### config.mk
export PLATFORM = sky130hd
export DESIGN_NAME = pitch_scale_quantizer_unit
export DESIGN_NICKNAME = d
export VERILOG_FILES = /design/src/rtl/core/psq_pkg.sv /design/src/rtl/core/pitch_scale_quantizer_unit.sv /design/src/rtl/core/psq_front.sv /design/src/rtl/core/psq_dist.sv /design/src/rtl/core/psq_select.sv
export VERILOG_INCLUDE_DIRS = /design/src /design/src/rtl/core
export SDC_FILE = /design/constraint.sdc
export NUM_CORES = 1
export LEC_CHECK = 0
export BUFFER_PORTS_ARGS = -buffer_cell sky130_fd_sc_hd__buf_2
export CAP_MARGIN = 40
export CORE_UTILIZATION = 45
export DETAILED_ROUTE_END_ITERATION = 6
export MAX_ROUTING_LAYER = met4
export PLACE_DENSITY = 0.57
export SLEW_MARGIN = 20
export SYNTH_ARGS = -nofsm -noshare
export SYNTH_HDL_FRONTEND = slang
export SYNTH_HIERARCHICAL = 1
export SYNTH_SLANG_ARGS = --single-unit
### constraint.sdc
create_clock -name clk_i -period 21.6 [get_ports clk_i]
set_input_delay 2.16 -clock clk_i [delete_from_list [all_inputs] [get_ports clk_i]]
set_output_delay 2.16 -clock clk_i [all_outputs]
set_load 0.005 [all_outputs]
### src/rtl/core/assert_macros.svh
// ----------------------------------------------------------------------------
// Assertion macros
// Shared concurrent assertion wrappers for the core RTL.
// ----------------------------------------------------------------------------
`ifndef ASSERT_MACROS_SVH
`define ASSERT_MACROS_SVH

// Same-cycle implication, disabled while reset is asserted
`define ASSERT_IMPLIES(label, clk, rst_n, ante, cons, msg) \
  label: assert property (@(posedge clk) disable iff (!rst_n) (ante) |-> (cons)) \
    else $error(msg);

// Next-cycle implication, disabled while reset is asserted
`define ASSERT_NEXT(label, clk, rst_n, ante, cons, msg) \
  label: assert property (@(posedge clk) disable iff (!rst_n) (ante) |=> (cons)) \
    else $error(msg);

`endif

### src/rtl/core/psq_pkg.sv
// ----------------------------------------------------------------------------
// Pitch scale quantiser package
// Widths, constants, stage payload types and the note-to-sample lookup.
// ----------------------------------------------------------------------------
`default_nettype none

package psq_pkg;

  // Block configuration
  localparam int INPUT_RANGE_NOTES = 120;
  localparam int SAMPLE_BITS       = 16;

  // Derived widths
  localparam int NUM_CLASSES = 12;
  localparam int KEY_W       = 4;
  localparam int FRAC_W      = 16;
  localparam int RANGE_W     = $clog2(INPUT_RANGE_NOTES + 1);
  localparam int PROD_W      = SAMPLE_BITS + RANGE_W;
  localparam int NOTE_W      = RANGE_W + FRAC_W;
  localparam int OCT_W       = $clog2(INPUT_RANGE_NOTES / NUM_CLASSES + 1);
  localparam int POS_W       = KEY_W + FRAC_W;
  localparam int DIST_W      = POS_W;
  localparam int M_W         = RANGE_W + 3;
  localparam int OCTAVE_Q    = NUM_CLASSES << FRAC_W;
  localparam int SAMPLE_HALF = 1 << (SAMPLE_BITS - 1);
  localparam int TWO_RANGE   = 2 * INPUT_RANGE_NOTES;

  // Reciprocal of 12 for the octave split, exact for integer parts below 511
  localparam int RECIP_12    = 171;
  localparam int RECIP_SH    = 11;
  localparam int RECIP_W     = 8;

  typedef enum logic [1:0] {
    WRAP_NONE = 2'd0,
    WRAP_DOWN = 2'd1,
    WRAP_UP   = 2'd2
  } wrap_e;

  // Output of the front end: octave and position within the octave
  typedef struct packed {
    logic [SAMPLE_BITS-1:0] raw;
    logic [OCT_W-1:0]       oct;
    logic [POS_W-1:0]       pos;
  } front_t;

  // One pitch-class candidate
  typedef struct packed {
    logic [DIST_W-1:0] gap;
    logic [KEY_W-1:0]  key;
    wrap_e             wrap;
  } lane_t;

  typedef struct packed {
    logic [SAMPLE_BITS-1:0]       raw;
    logic                         bypass;
    logic [OCT_W-1:0]             oct;
    lane_t [NUM_CLASSES-1:0]      lanes;
  } dist_t;

  typedef struct packed {
    logic [SAMPLE_BITS-1:0] raw;
    logic                   bypass;
    logic [RANGE_W-1:0]     note;
  } note_t;

  // Note number to output sample, round half up, top entry saturated
  typedef logic [SAMPLE_BITS-1:0] lut_t [0:INPUT_RANGE_NOTES];

  function automatic lut_t build_scale_lut();
    lut_t   lut;
    longint num;
    longint val;
    for (int i = 0; i <= INPUT_RANGE_NOTES; i++) begin
      num = (longint'(i) << (SAMPLE_BITS + 1)) + longint'(INPUT_RANGE_NOTES);
      val = num / TWO_RANGE - longint'(SAMPLE_HALF);
      if (val > longint'(SAMPLE_HALF - 1)) begin
        val = longint'(SAMPLE_HALF - 1);
      end
      lut[i] = val[SAMPLE_BITS-1:0];
    end
    return lut;
  endfunction

  localparam lut_t SCALE_LUT = build_scale_lut();

endpackage

`default_nettype wire

### src/rtl/core/pitch_scale_quantizer_unit.sv
// ----------------------------------------------------------------------------
// Pitch scale quantiser
// Maps each signed pitch sample to the nearest pitch class enabled in the
// scale mask and returns it scaled back to a sample.
// ----------------------------------------------------------------------------
// Usage:
//   Input channel  in_valid_i / in_ready_o carries sample_i.
//   Output channel out_valid_o / out_ready_i carries quantized_sample_o.
//   Config channel cfg_valid_i / cfg_ready_o writes scale_mask_i; it is
//   always ready and must only be written while no transaction is in flight.
//   A transaction reaches out_valid_o through two front stages (note
//   scaling, octave split), one distance stage, three selection stages
//   (minimum tree, note clamp) and the output register holding the
//   note-to-sample lookup. Throughput is one transaction per cycle
//   unless the output stalls; every stage has its own valid bit, so a
//   stalled receiver fills the pipeline bubble by bubble and the input
//   side only sees in_ready_o low once all seven stages are full.
//   Reset clears every valid bit and the scale mask, so an empty mask
//   passes samples through unchanged until the first configuration write.
// ----------------------------------------------------------------------------
`default_nettype none
`include "assert_macros.svh"

module pitch_scale_quantizer_unit (
  input  logic                             clk_i,
  input  logic                             rst_ni,
  input  logic                             cfg_valid_i,
  output logic                             cfg_ready_o,
  input  logic [psq_pkg::NUM_CLASSES-1:0]  scale_mask_i,
  input  logic                             in_valid_i,
  output logic                             in_ready_o,
  input  logic [psq_pkg::SAMPLE_BITS-1:0]  sample_i,
  output logic                             out_valid_o,
  input  logic                             out_ready_i,
  output logic [psq_pkg::SAMPLE_BITS-1:0]  quantized_sample_o
);

  logic [psq_pkg::NUM_CLASSES-1:0] mask_q;

  logic            front_valid, front_ready;
  psq_pkg::front_t front;
  logic            dist_valid, dist_ready;
  psq_pkg::dist_t  dist_data;
  logic            note_valid, note_ready;
  psq_pkg::note_t  note;

  logic                             out_en;
  logic                             out_valid_q;
  logic [psq_pkg::SAMPLE_BITS-1:0]  out_sample_d, out_sample_q;

  // Scale mask register
  assign cfg_ready_o = 1'b1;

  always_ff @(posedge clk_i or negedge rst_ni) begin
    if (!rst_ni) begin
      mask_q <= '0;
    end else if (cfg_valid_i) begin
      mask_q <= scale_mask_i;
    end
  end

  psq_front u_front (
    .clk_i    (clk_i),
    .rst_ni   (rst_ni),
    .valid_i  (in_valid_i),
    .ready_o  (in_ready_o),
    .sample_i (sample_i),
    .valid_o  (front_valid),
    .ready_i  (front_ready),
    .front_o  (front)
  );

  psq_dist u_dist (
    .clk_i   (clk_i),
    .rst_ni  (rst_ni),
    .mask_i  (mask_q),
    .valid_i (front_valid),
    .ready_o (front_ready),
    .front_i (front),
    .valid_o (dist_valid),
    .ready_i (dist_ready),
    .dist_o  (dist_data)
  );

  psq_select u_select (
    .clk_i   (clk_i),
    .rst_ni  (rst_ni),
    .valid_i (dist_valid),
    .ready_o (dist_ready),
    .dist_i  (dist_data),
    .valid_o (note_valid),
    .ready_i (note_ready),
    .note_o  (note)
  );

  // Output register: note to sample lookup, or raw sample with empty mask
  assign out_en     = !out_valid_q || out_ready_i;
  assign note_ready = out_en;

  assign out_sample_d = note.bypass ? note.raw : psq_pkg::SCALE_LUT[note.note];

  always_ff @(posedge clk_i or negedge rst_ni) begin
    if (!rst_ni) begin
      out_valid_q <= 1'b0;
    end else if (out_en) begin
      out_valid_q <= note_valid;
    end
  end

  always_ff @(posedge clk_i) begin
    if (out_en && note_valid) begin
      out_sample_q <= out_sample_d;
    end
  end

  assign out_valid_o        = out_valid_q;
  assign quantized_sample_o = out_sample_q;

  // Back-pressure reaches the input only from a stalled, full output
  `ASSERT_IMPLIES(a_stall_origin, clk_i, rst_ni, !in_ready_o,
                  out_valid_o && !out_ready_i, "input stalled without output stall")

endmodule

`default_nettype wire

### src/rtl/core/psq_front.sv
// ----------------------------------------------------------------------------
// Pitch scale quantiser front end
// Two stages: offset-binary scaling to notes, then split into octave and
// position within the octave.
// ----------------------------------------------------------------------------
`default_nettype none
`include "assert_macros.svh"

module psq_front (
  input  logic                            clk_i,
  input  logic                            rst_ni,
  input  logic                            valid_i,
  output logic                            ready_o,
  input  logic [psq_pkg::SAMPLE_BITS-1:0] sample_i,
  output logic                            valid_o,
  input  logic                            ready_i,
  output psq_pkg::front_t                 front_o
);

  localparam int SB = psq_pkg::SAMPLE_BITS;

  logic                         s1_en, s2_en;
  logic                         s1_valid_q, s2_valid_q;
  logic [SB-1:0]                s1_raw_q;
  logic [psq_pkg::PROD_W-1:0]   s1_prod_d, s1_prod_q;
  psq_pkg::front_t              s2_d, s2_q;

  logic [psq_pkg::PROD_W+psq_pkg::FRAC_W-1:0]  n_full;
  logic [psq_pkg::RANGE_W-1:0]                 note_int;
  logic [psq_pkg::RANGE_W+psq_pkg::RECIP_W-1:0] oct_prod;
  logic [psq_pkg::OCT_W-1:0]                   oct;
  logic [psq_pkg::RANGE_W-1:0]                 cls;

  // Stage enables: a stage moves when empty or when its successor moves
  assign s2_en   = !s2_valid_q || ready_i;
  assign s1_en   = !s1_valid_q || s2_en;
  assign ready_o = s1_en;

  // Stage 1: offset binary times note range
  assign s1_prod_d = psq_pkg::PROD_W'({~sample_i[SB-1], sample_i[SB-2:0]})
                   * psq_pkg::PROD_W'(psq_pkg::INPUT_RANGE_NOTES);

  // Stage 2: note value, octave by reciprocal, class by subtraction
  always_comb begin
    n_full   = {s1_prod_q, psq_pkg::FRAC_W'(0)} >> SB;
    note_int = n_full[psq_pkg::NOTE_W-1:psq_pkg::FRAC_W];
    oct_prod = (psq_pkg::RANGE_W + psq_pkg::RECIP_W)'(note_int)
             * (psq_pkg::RANGE_W + psq_pkg::RECIP_W)'(psq_pkg::RECIP_12);
    oct      = oct_prod[psq_pkg::RECIP_SH +: psq_pkg::OCT_W];
    cls      = note_int - psq_pkg::RANGE_W'(oct) * psq_pkg::RANGE_W'(psq_pkg::NUM_CLASSES);
    s2_d.raw = s1_raw_q;
    s2_d.oct = oct;
    s2_d.pos = {cls[psq_pkg::KEY_W-1:0], n_full[psq_pkg::FRAC_W-1:0]};
  end

  // Valid bits
  always_ff @(posedge clk_i or negedge rst_ni) begin
    if (!rst_ni) begin
      s1_valid_q <= 1'b0;
      s2_valid_q <= 1'b0;
    end else begin
      if (s1_en) s1_valid_q <= valid_i;
      if (s2_en) s2_valid_q <= s1_valid_q;
    end
  end

  // Payload
  always_ff @(posedge clk_i) begin
    if (s1_en && valid_i) begin
      s1_raw_q  <= sample_i;
      s1_prod_q <= s1_prod_d;
    end
    if (s2_en && s1_valid_q) begin
      s2_q <= s2_d;
    end
  end

  assign valid_o = s2_valid_q;
  assign front_o = s2_q;

  // Position within the octave always names a real pitch class
  `ASSERT_IMPLIES(a_class_in_octave, clk_i, rst_ni, s2_valid_q,
                  s2_q.pos[psq_pkg::POS_W-1:psq_pkg::FRAC_W]
                    < psq_pkg::KEY_W'(psq_pkg::NUM_CLASSES),
                  "pitch class out of octave")

endmodule

`default_nettype wire

### src/rtl/core/psq_dist.sv
// ----------------------------------------------------------------------------
// Pitch scale quantiser distance lanes
// One stage: twelve parallel lanes give the short-way distance to each
// enabled pitch class and the octave wrap it implies.
// ----------------------------------------------------------------------------
`default_nettype none

module psq_dist (
  input  logic                             clk_i,
  input  logic                             rst_ni,
  input  logic [psq_pkg::NUM_CLASSES-1:0]  mask_i,
  input  logic                             valid_i,
  output logic                             ready_o,
  input  psq_pkg::front_t                  front_i,
  output logic                             valid_o,
  input  logic                             ready_i,
  output psq_pkg::dist_t                   dist_o
);

  localparam int D_W = psq_pkg::POS_W + 1;

  logic           en;
  logic           valid_q;
  psq_pkg::dist_t dist_d, dist_q;

  assign en      = !valid_q || ready_i;
  assign ready_o = en;

  // Per-class distance, disabled classes carry the all-ones sentinel
  always_comb begin
    logic signed [D_W-1:0]          d;
    logic [psq_pkg::POS_W-1:0]      ad;
    logic [psq_pkg::POS_W-1:0]      comp;
    dist_d.raw    = front_i.raw;
    dist_d.bypass = (mask_i == '0);
    dist_d.oct    = front_i.oct;
    for (int k = 0; k < psq_pkg::NUM_CLASSES; k++) begin
      d    = $signed((D_W'(k) << psq_pkg::FRAC_W) - D_W'(front_i.pos));
      ad   = d[D_W-1] ? psq_pkg::POS_W'(-d) : psq_pkg::POS_W'(d);
      comp = psq_pkg::POS_W'(psq_pkg::OCTAVE_Q) - ad;
      dist_d.lanes[k].key = psq_pkg::KEY_W'(k);
      if (ad < comp) begin
        dist_d.lanes[k].gap  = ad;
        dist_d.lanes[k].wrap = psq_pkg::WRAP_NONE;
      end else begin
        dist_d.lanes[k].gap  = comp;
        dist_d.lanes[k].wrap = (!d[D_W-1] && (d != '0)) ? psq_pkg::WRAP_DOWN
                                                        : psq_pkg::WRAP_UP;
      end
      if (!mask_i[k]) begin
        dist_d.lanes[k].gap = '1;
      end
    end
  end

  always_ff @(posedge clk_i or negedge rst_ni) begin
    if (!rst_ni) begin
      valid_q <= 1'b0;
    end else if (en) begin
      valid_q <= valid_i;
    end
  end

  always_ff @(posedge clk_i) begin
    if (en && valid_i) begin
      dist_q <= dist_d;
    end
  end

  assign valid_o = valid_q;
  assign dist_o  = dist_q;

endmodule

`default_nettype wire

### src/rtl/core/psq_select.sv
// ----------------------------------------------------------------------------
// Pitch scale quantiser selection
// Three stages: registered minimum tree over the twelve lanes (12 to 3,
// then 3 to 1), then note assembly with octave wrap and range clamp.
// ----------------------------------------------------------------------------
`default_nettype none
`include "assert_macros.svh"

module psq_select (
  input  logic           clk_i,
  input  logic           rst_ni,
  input  logic           valid_i,
  output logic           ready_o,
  input  psq_pkg::dist_t dist_i,
  output logic           valid_o,
  input  logic           ready_i,
  output psq_pkg::note_t note_o
);

  localparam int SB = psq_pkg::SAMPLE_BITS;
  localparam int MW = psq_pkg::M_W;
  localparam logic signed [MW-1:0] RANGE_S = MW'(psq_pkg::INPUT_RANGE_NOTES);

  logic s4_en, s5_en, s6_en;
  logic s4_valid_q, s5_valid_q, s6_valid_q;

  logic [SB-1:0]              s4_raw_q, s5_raw_q;
  logic                       s4_bypass_q, s5_bypass_q;
  logic [psq_pkg::OCT_W-1:0]  s4_oct_q, s5_oct_q;
  psq_pkg::lane_t [2:0]       s4_lanes_d, s4_lanes_q;
  psq_pkg::lane_t             s5_win_d, s5_win_q;
  psq_pkg::note_t             s6_d, s6_q;

  psq_pkg::lane_t [5:0]       lvl1;
  logic [MW-1:0]              m_u;
  logic signed [MW-1:0]       m_s;

  // Keep the lower class unless the higher one is strictly closer
  function automatic psq_pkg::lane_t pick_lane(input psq_pkg::lane_t lo,
                                               input psq_pkg::lane_t hi);
    return (hi.gap < lo.gap) ? hi : lo;
  endfunction

  assign s6_en   = !s6_valid_q || ready_i;
  assign s5_en   = !s5_valid_q || s6_en;
  assign s4_en   = !s4_valid_q || s5_en;
  assign ready_o = s4_en;

  // Stage 4: two tree levels, 12 to 6 to 3
  always_comb begin
    for (int i = 0; i < 6; i++) begin
      lvl1[i] = pick_lane(dist_i.lanes[2*i], dist_i.lanes[2*i+1]);
    end
    for (int j = 0; j < 3; j++) begin
      s4_lanes_d[j] = pick_lane(lvl1[2*j], lvl1[2*j+1]);
    end
  end

  // Stage 5: last two tree levels, 3 to 1
  assign s5_win_d = pick_lane(pick_lane(s4_lanes_q[0], s4_lanes_q[1]), s4_lanes_q[2]);

  // Stage 6: octave*12 + class, apply wrap, clamp to the note range
  always_comb begin
    m_u = MW'(s5_oct_q) * MW'(psq_pkg::NUM_CLASSES) + MW'(s5_win_q.key);
    case (s5_win_q.wrap)
      psq_pkg::WRAP_DOWN: m_u = m_u - MW'(psq_pkg::NUM_CLASSES);
      psq_pkg::WRAP_UP:   m_u = m_u + MW'(psq_pkg::NUM_CLASSES);
      default:            m_u = m_u;
    endcase
    m_s = $signed(m_u);
    if (m_s < 0) begin
      s6_d.note = '0;
    end else if (m_s > RANGE_S) begin
      s6_d.note = psq_pkg::RANGE_W'(psq_pkg::INPUT_RANGE_NOTES);
    end else begin
      s6_d.note = m_s[psq_pkg::RANGE_W-1:0];
    end
    s6_d.raw    = s5_raw_q;
    s6_d.bypass = s5_bypass_q;
  end

  // Valid bits
  always_ff @(posedge clk_i or negedge rst_ni) begin
    if (!rst_ni) begin
      s4_valid_q <= 1'b0;
      s5_valid_q <= 1'b0;
      s6_valid_q <= 1'b0;
    end else begin
      if (s4_en) s4_valid_q <= valid_i;
      if (s5_en) s5_valid_q <= s4_valid_q;
      if (s6_en) s6_valid_q <= s5_valid_q;
    end
  end

  // Payload
  always_ff @(posedge clk_i) begin
    if (s4_en && valid_i) begin
      s4_raw_q    <= dist_i.raw;
      s4_bypass_q <= dist_i.bypass;
      s4_oct_q    <= dist_i.oct;
      s4_lanes_q  <= s4_lanes_d;
    end
    if (s5_en && s4_valid_q) begin
      s5_raw_q    <= s4_raw_q;
      s5_bypass_q <= s4_bypass_q;
      s5_oct_q    <= s4_oct_q;
      s5_win_q    <= s5_win_d;
    end
    if (s6_en && s5_valid_q) begin
      s6_q <= s6_d;
    end
  end

  assign valid_o = s6_valid_q;
  assign note_o  = s6_q;

  // With a non-empty mask the winner is an enabled class
  `ASSERT_IMPLIES(a_winner_enabled, clk_i, rst_ni, s5_valid_q && !s5_bypass_q,
                  s5_win_q.gap != '1, "disabled pitch class selected")
  // Clamped note never exceeds the note range
  `ASSERT_IMPLIES(a_note_in_range, clk_i, rst_ni, s6_valid_q,
                  s6_q.note <= psq_pkg::RANGE_W'(psq_pkg::INPUT_RANGE_NOTES),
                  "note above range")

endmodule

`default_nettype wire
After elaboration in Yosys (flattened, before gate mapping)
Memory sizes are Yosys's and may differ from the RTL's.
Index checks and enable logic that the tools add are counted.
- ROM bits: 2048
- logic and storage cells: 248
- input bits: 33
- output and inout bits: 19
- memories kept: 1
- register bits after elaboration: 543
- memories (memory ; words ; width ; rd ports ; clocked after Yosys merged registers in ; wr ports ; RTL line ; RTL):
    (no name shown) ; 128 ; 16 ; 1 ; 0 ; 0 ; pitch_scale_quantizer_unit.sv:100 ; assign out_sample_d = note.bypass ? note.raw : psq_pkg::SCALE_LUT[note.note];
- bitwise operators: 2
- muxes and demuxes: 52
- $lt $le $gt $ge: 26
- reduce and logical (&&, ||, !) cells: 59
- multiply operators: 4
- eq/ne operators: 2
- add/sub/neg operators: 40
- operators by type and width (kind ; count):
    2-to-1 mux 20 bit ; 24
    less-than comparator 20 bit ; 23
    2-to-1 mux 26 bit ; 10
    nonzero test 21 bit ; 12
    negator 20 bit ; 12
    subtractor 20 bit (first input constant) ; 12
    subtractor 19 x 20 -> 21 bit (first input constant) ; 4
    subtractor 20 x 20 -> 21 bit (first input constant) ; 4
    2-to-1 mux 16 bit ; 3
    subtractor 18 x 20 -> 21 bit (first input constant) ; 2
    2-to-1 mux 2 bit ; 12
    subtractor 1 x 20 -> 21 bit (first input constant) ; 1
    subtractor 17 x 20 -> 21 bit (first input constant) ; 1
    multiplier 16 x 4 -> 20 bit (second input constant) ; 1
    case mux 10 bit (2 select lines) ; 1
    logical AND 1 bit ; 19
    logical NOT 1 bit ; 19
    multiplier 7 x 8 -> 15 bit (second input constant) ; 1
    logical NOT 12 bit ; 1
    adder 10 x 4 -> 10 bit (second input constant) ; 1
    greater-than comparator 10 x 8 -> 1 bit (second input constant) ; 1
    less-than comparator 10 x 1 -> 1 bit (second input constant) ; 1
    subtractor 10 x 4 -> 10 bit (second input constant) ; 1
    adder 8 x 4 -> 9 bit ; 1
    other kinds (12) ; 18

Logic depth before layout (Yosys ltp)
- depth in word-level cells: 9
- gate-level depth with buffers: 33
- depth with buffers taken out: 25

Modules after synthesis
The synthesis kept the hierarchy.
- by module, submodules not included (module ; times used ; area an instance (um2) ; sequential area each (um2) ; cells each):
    psq_dist ; 1 ; 25075.3 ; 8583.2 ; 2955
    psq_select ; 1 ; 13878.3 ; 4579.4 ; 1396
    psq_front ; 1 ; 4601.9 ; 2182.1 ; 314
    pitch_scale_quantizer_unit ; 1 ; 2831.5 ; 805.8 ; 305

Worst setup path before layout
Ideal clock, no wire load.
- path kind: in2reg
- start: in out_ready_i
- end: reg u_dist.dist_q, in the netlist u_dist/dist_o[0], enable pin
- arrival time: 9054 ps
- buffers on the path: 0
- cell stages on the path: 5
- library setup time: 682 ps
- slack: 11863 ps
- data required time: 20918 ps
- cell sequence: nand2b_1 > nor2b_1 > nand3_1 > nand2b_1 > and2_1
- word-level cells in the longest chain between the ends: 6
- RTL lines (what ; RTL line ; RTL):
    start: declaration ; pitch_scale_quantizer_unit.sv:34 ; input logic out_ready_i,
    logical OR 1 bit ; pitch_scale_quantizer_unit.sv:97 ; assign out_en = !out_valid_q || out_ready_i;
    logical OR 1 bit ; psq_select.sv:44 ; assign s6_en = !s6_valid_q || ready_i;
    logical OR 1 bit ; psq_select.sv:45 ; assign s5_en = !s5_valid_q || s6_en;
    logical OR 1 bit ; psq_select.sv:46 ; assign s4_en = !s4_valid_q || s5_en;
    net dist_ready ; pitch_scale_quantizer_unit.sv:42 ; logic dist_valid, dist_ready;
    logical OR 1 bit ; psq_dist.sv:26 ; assign en = !valid_q || ready_i;
    net front_ready ; pitch_scale_quantizer_unit.sv:40 ; logic front_valid, front_ready;
    logical AND 1 bit ; psq_dist.sv:65 ; if (en && valid_i) begin
    end signal: assignment ; psq_dist.sv:66 ; dist_q <= dist_d;
    end: declaration ; psq_dist.sv:24 ; psq_pkg::dist_t dist_d, dist_q;
The timed path passes the listed nets, and every way through them passes these cells.
A chain may end at the register's enable or synchronous reset.

Worst setup path in the final report
- start: reg u_front.s2_q, in the netlist u_front/front_o[4]
- end: reg u_dist.dist_q, in the netlist u_dist/dist_o[13], data pin
- word-level cells in the longest chain between the ends: 6
- RTL lines (what ; RTL line ; RTL):
    start: declaration ; psq_front.sv:26 ; psq_pkg::front_t s2_d, s2_q;
    start signal: assignment ; psq_front.sv:74 ; s2_q <= s2_d;
    subtractor 1 x 20 -> 21 bit (*) ; psq_dist.sv:38 ; d = $signed((D_W'(k) << psq_pkg::FRAC_W) - D_W'(front_i.pos));
    negator 20 bit ; psq_dist.sv:39 ; ad = d[D_W-1] ? psq_pkg::POS_W'(-d) : psq_pkg::POS_W'(d);
    2-to-1 mux 20 bit (*) ; psq_dist.sv:39 ;
    subtractor 20 bit ; psq_dist.sv:40 ; comp = psq_pkg::POS_W'(psq_pkg::OCTAVE_Q) - ad;
    less-than comparator 20 bit ; psq_dist.sv:42 ; if (ad < comp) begin
    2-to-1 mux 20 bit (*) ; psq_dist.sv:42 ;
Mark *: on every way between the ends. The rest lies on a longest branch, timed or not.

==> impl_metrics.py <==
metrics = {
    "clocking": {
        "h-tree-depth": 3,
        "post-cts-setup-buffers": 0,
        "cts_sinks": 541,
        "cts-buffers-inserted": 66,
        "cts-root-buf": "clkbuf_16",
        "cts_resized": 0,
        "cts_buffer_depth": 3,
        "clk_pin_slew_ns": 0.06,
        "clk_latency_ns": 0.66,
        "cts_tree": "done",
        "ctsHoldBuffers": 0,
    },
    "place": {
        "dp_hpwl_um": 132000,
        "gp_congestion": 1.11,
        "place_inst": 6251,
        "port-buffer-count": 50,
    },
    "setup_path": {
        "cp-end-kind": "register",
        "crit_path_max_fanout": 18,
        "slowest_delay_ns": 0.86,
        "worstPathRequired_ns": 22.00,
        "r2r_slack_ns": 14.32,
        "path_class": "register to register",
        "path_buf_inv": 1,
        "crit_family": "simple AND/OR/NAND/NOR gates",
        "start_kind": "register",
        "crit_chain": "nor3_4 -> nand4_1 -> nor3_1 -> nand2_1 -> nor2_1 -> a21oi_1 -> or3_1 -> nor2_1 -> nand3_1 -> or3_1 -> or3_1 -> nor2_1 -> nand2_1 -> ha_1 -> nand2b_1 -> nor3_1 -> o311a_1 -> o21ai_0 -> a21oi_2 -> buf_8 -> a21oi_1 -> nand3b_1",
        "arrival_ns": 7.68,
        "critical-path-slowest-cell": "nor3_1",
    },
    "final_layout": {
        "area_delta_synth_final_pct": 8.95,
        "fillers": 9685,
        "nets": 5459,
        "final_util": 0.495,
        "seqCellArea_um2": 16200,
        "layout_commonest_cell": "edfxtp_1",
        "final_cell_mix": "edfxtp_1, nand2_1, nor2_1",
        "drive_gt1_frac": 0.102,
        "instances_no_fill": 6395,
        "multi_input_area_um2": 27600,
    },
    "sta": {
        "finalCritPeriodShare": 0.337,
        "setup_viol": 0,
        "rsz0062_at_grt": "false",
        "post-route-min-period_ns": 7.28,
        "slew_headroom": 0.0152,
        "clock_skew_ns": 0.0337,
        "clock.fmax_mhz": 137,
        "hold_viol": 0,
        "totalNegativeSetupSlack_ns": 0,
        "tightest_slew_ns": 1.47,
        "slew_violations": 0,
    },
    "logic_synthesis": {
        "yosys_warnings": 6,
        "synth_area_um2": 46400,
        "ys.flop_type": "edfxtp_1",
        "synth_cells": 4970,
        "async_flop_share": 0.0351,
        "yosysSeqAreaShare": 0.348,
        "yosysUniqueCellTypes": 137,
        "syn_avg_cell_area_um2": 9.33,
        "yosysTopAreaCell": "edfxtp_1",
        "synth_seq_cells": 541,
        "synth_edf_count": 522,
        "synth.top_cell.area_share": 0.338,
        "netlist_top_cells_area": "edfxtp_1, ha_1, mux2i_1",
    },
    "global_routing": {
        "grt_pass1_wl_um": 251000,
        "grt_pass1_vias": 36305,
        "grt_antenna_before_repair": 11,
        "overflow": 0,
        "gr-usage-all-layers": 0.343,
        "grt_max_degree": 65,
    },
    "floorplan": {
        "fp-row-count": 117,
        "die_y_um": 323,
        "pin_count": 52,
        "dieArea_um2": 104000,
        "start_util": 0.455,
        "core_area_um2": 102000,
        "die_w_um": 323,
    },
    "run": {
        "cap_violations": 0,
    },
    "routing": {
        "wl_per_cell_um": 27.5,
        "finalWirelength_um": 176000,
        "vias_per_cell": 6.14,
        "ant_nets": 0,
        "drcViolationCount": 0,
        "drt-initial-drc-count": 4931,
        "firstDrtPassIters": 6,
        "vias": 39256,
    },
    "run_status": {
        "status": "finished clean",
    },
    "worst_hold_path": {
        "hold_class": "register to register",
    },
}
==> cell families (layout without fill, tap and decap cells) <==
group | count (synthesis) | in the layout | share of synthesized area
buffers and inverters | 645 | 646 | 0.0654
adders and majority gates | 462 | 462 | 0.131
muxes | 300 | 300 | 0.0671
other | 4 | 60 | 0.000324
AOI/OAI and AO/OA | 1156 | 1156 | 0.170
and+or+nand+nor | 1561 | 1561 | 0.161
DFF | 541 | 541 | 0.348
xor gates and xnor gates | 301 | 301 | 0.0573
==> sequential cells by signal, indices dropped and copies added (netlist names), 4 cells and up <==
register             count
quantized_sample_o      16
u_front/s1_raw_q        16
u_select/s5_oct_q        4
u_front/s1_prod_q       19
u_select/s5_raw_q       16
u_select/s4_oct_q        4
u_select/s4_lanes_q     78
u_select/s4_raw_q       16
mask_q                  12
u_dist/dist_o          285
u_front/front_o         36
u_select/note_o         24
u_select/s5_win_q        6
==> cell usage after synthesis, types with 16 or more instances <==
cell      number
and2_1        34
a221oi_2      27
nand2_1      522
a21oi_1      317
o21ai_0      231
xnor2_1      235
mux2_2        45
clkbuf_1     145
edfxtp_1     522
buf_6         19
a22o_1        28
dfrtp_1       19
mux2i_1      244
nor2b_1       39
nand4_1       62
a21o_1        62
buf_4         68
nand3_1       88
nor3_1        95
o22ai_1       17
a211o_1       16
o31ai_1       30
o211ai_1      45
nor2_1       446
or3_1         37
ha_1         418
nor4_1        22
xor2_1        64
inv_1        320
buf_1         22
o21a_1        50
a211oi_1      29
o21ai_1       33
buf_2         55
nand2b_1      57
and3_1        32
fa_1          41
a31oi_1       56
==> worst paths after layout <==
path,startpoint,end,depth (start not counted)
max in group asynchronous,rst_ni,mask_q[7]$_DFFE_PN0P_,1
hold / removal,u_select/s4_oct_q[2]$_DFFE_PP_,u_select/s5_oct_q[2]$_DFFE_PP_,0
hold reg to reg,u_select/s4_oct_q[2]$_DFFE_PP_,u_select/s5_oct_q[2]$_DFFE_PP_,0
setup / recovery,u_front/front_o[4]$_DFFE_PP_,u_dist/dist_o[13]$_SDFFCE_PN1P_,22
min in group asynchronous,rst_ni,out_valid_o$_DFFE_PN0N_,1
setup reg to reg,u_front/front_o[4]$_DFFE_PP_,u_dist/dist_o[13]$_SDFFCE_PN1P_,22
==> final cells by class <==
| cell class | count | area share |
|---|---|---|
| Inverter | 325 | 0.0244 |
| Sequential cell | 541 | 0.320 |
| Timing Repair Buffer | 201 | 0.0308 |
| Tap cell | 1368 | 0.0339 |
| Clock inverter | 48 | 0.0113 |
| Multi-Input combinational cell | 3832 | 0.547 |
| Clock buffer | 72 | 0.0331 |
| Antenna cell | 8 | 0.000396 |
==> metal layers <==
metal  GRT usage  vias up  share of wire  routed length (um)
met5           -        -              0                   0
met4       0.162        0          0.053                9320
li1            -    17977              -                   -
met2       0.479     1916           0.41               72000
met1       0.467    18938           0.43               76400
met3      0.0761      425           0.10               17800
==> through the flow <==
stage	hold slack, ns	setup WS (ns)	cell area [um2]
6_report	0.411	14.32	50500
5_1_grt	0.422	13.93	50500
4_1_cts	0.418	14.59	50300
3_5_place_dp	0.405	14.62	48100
3_3_place_gp	0.401	14.40	47800
2_1_floorplan	0.400	11.86	46600
==> worst register-to-register path, stage by stage (launching register included) <==
cell	delay (ns)
edfxtp_1	0.66
nor3_4	0.67
nand4_1	0.74
nor3_1	0.87
nand2_1	0.22
nor2_1	0.16
a21oi_1	0.08
or3_1	0.39
nor2_1	0.17
nand3_1	0.13
or3_1	0.42
or3_1	0.42
nor2_1	0.12
nand2_1	0.07
ha_1	0.32
nand2b_1	0.16
nor3_1	0.22
o311a_1	0.21
o21ai_0	0.13
a21oi_2	0.40
buf_8	0.22
a21oi_1	0.08
nand3b_1	0.16
Power is not shown: default switching activity piles up to over one toggle a cycle in this logic, so the estimate is an artifact.
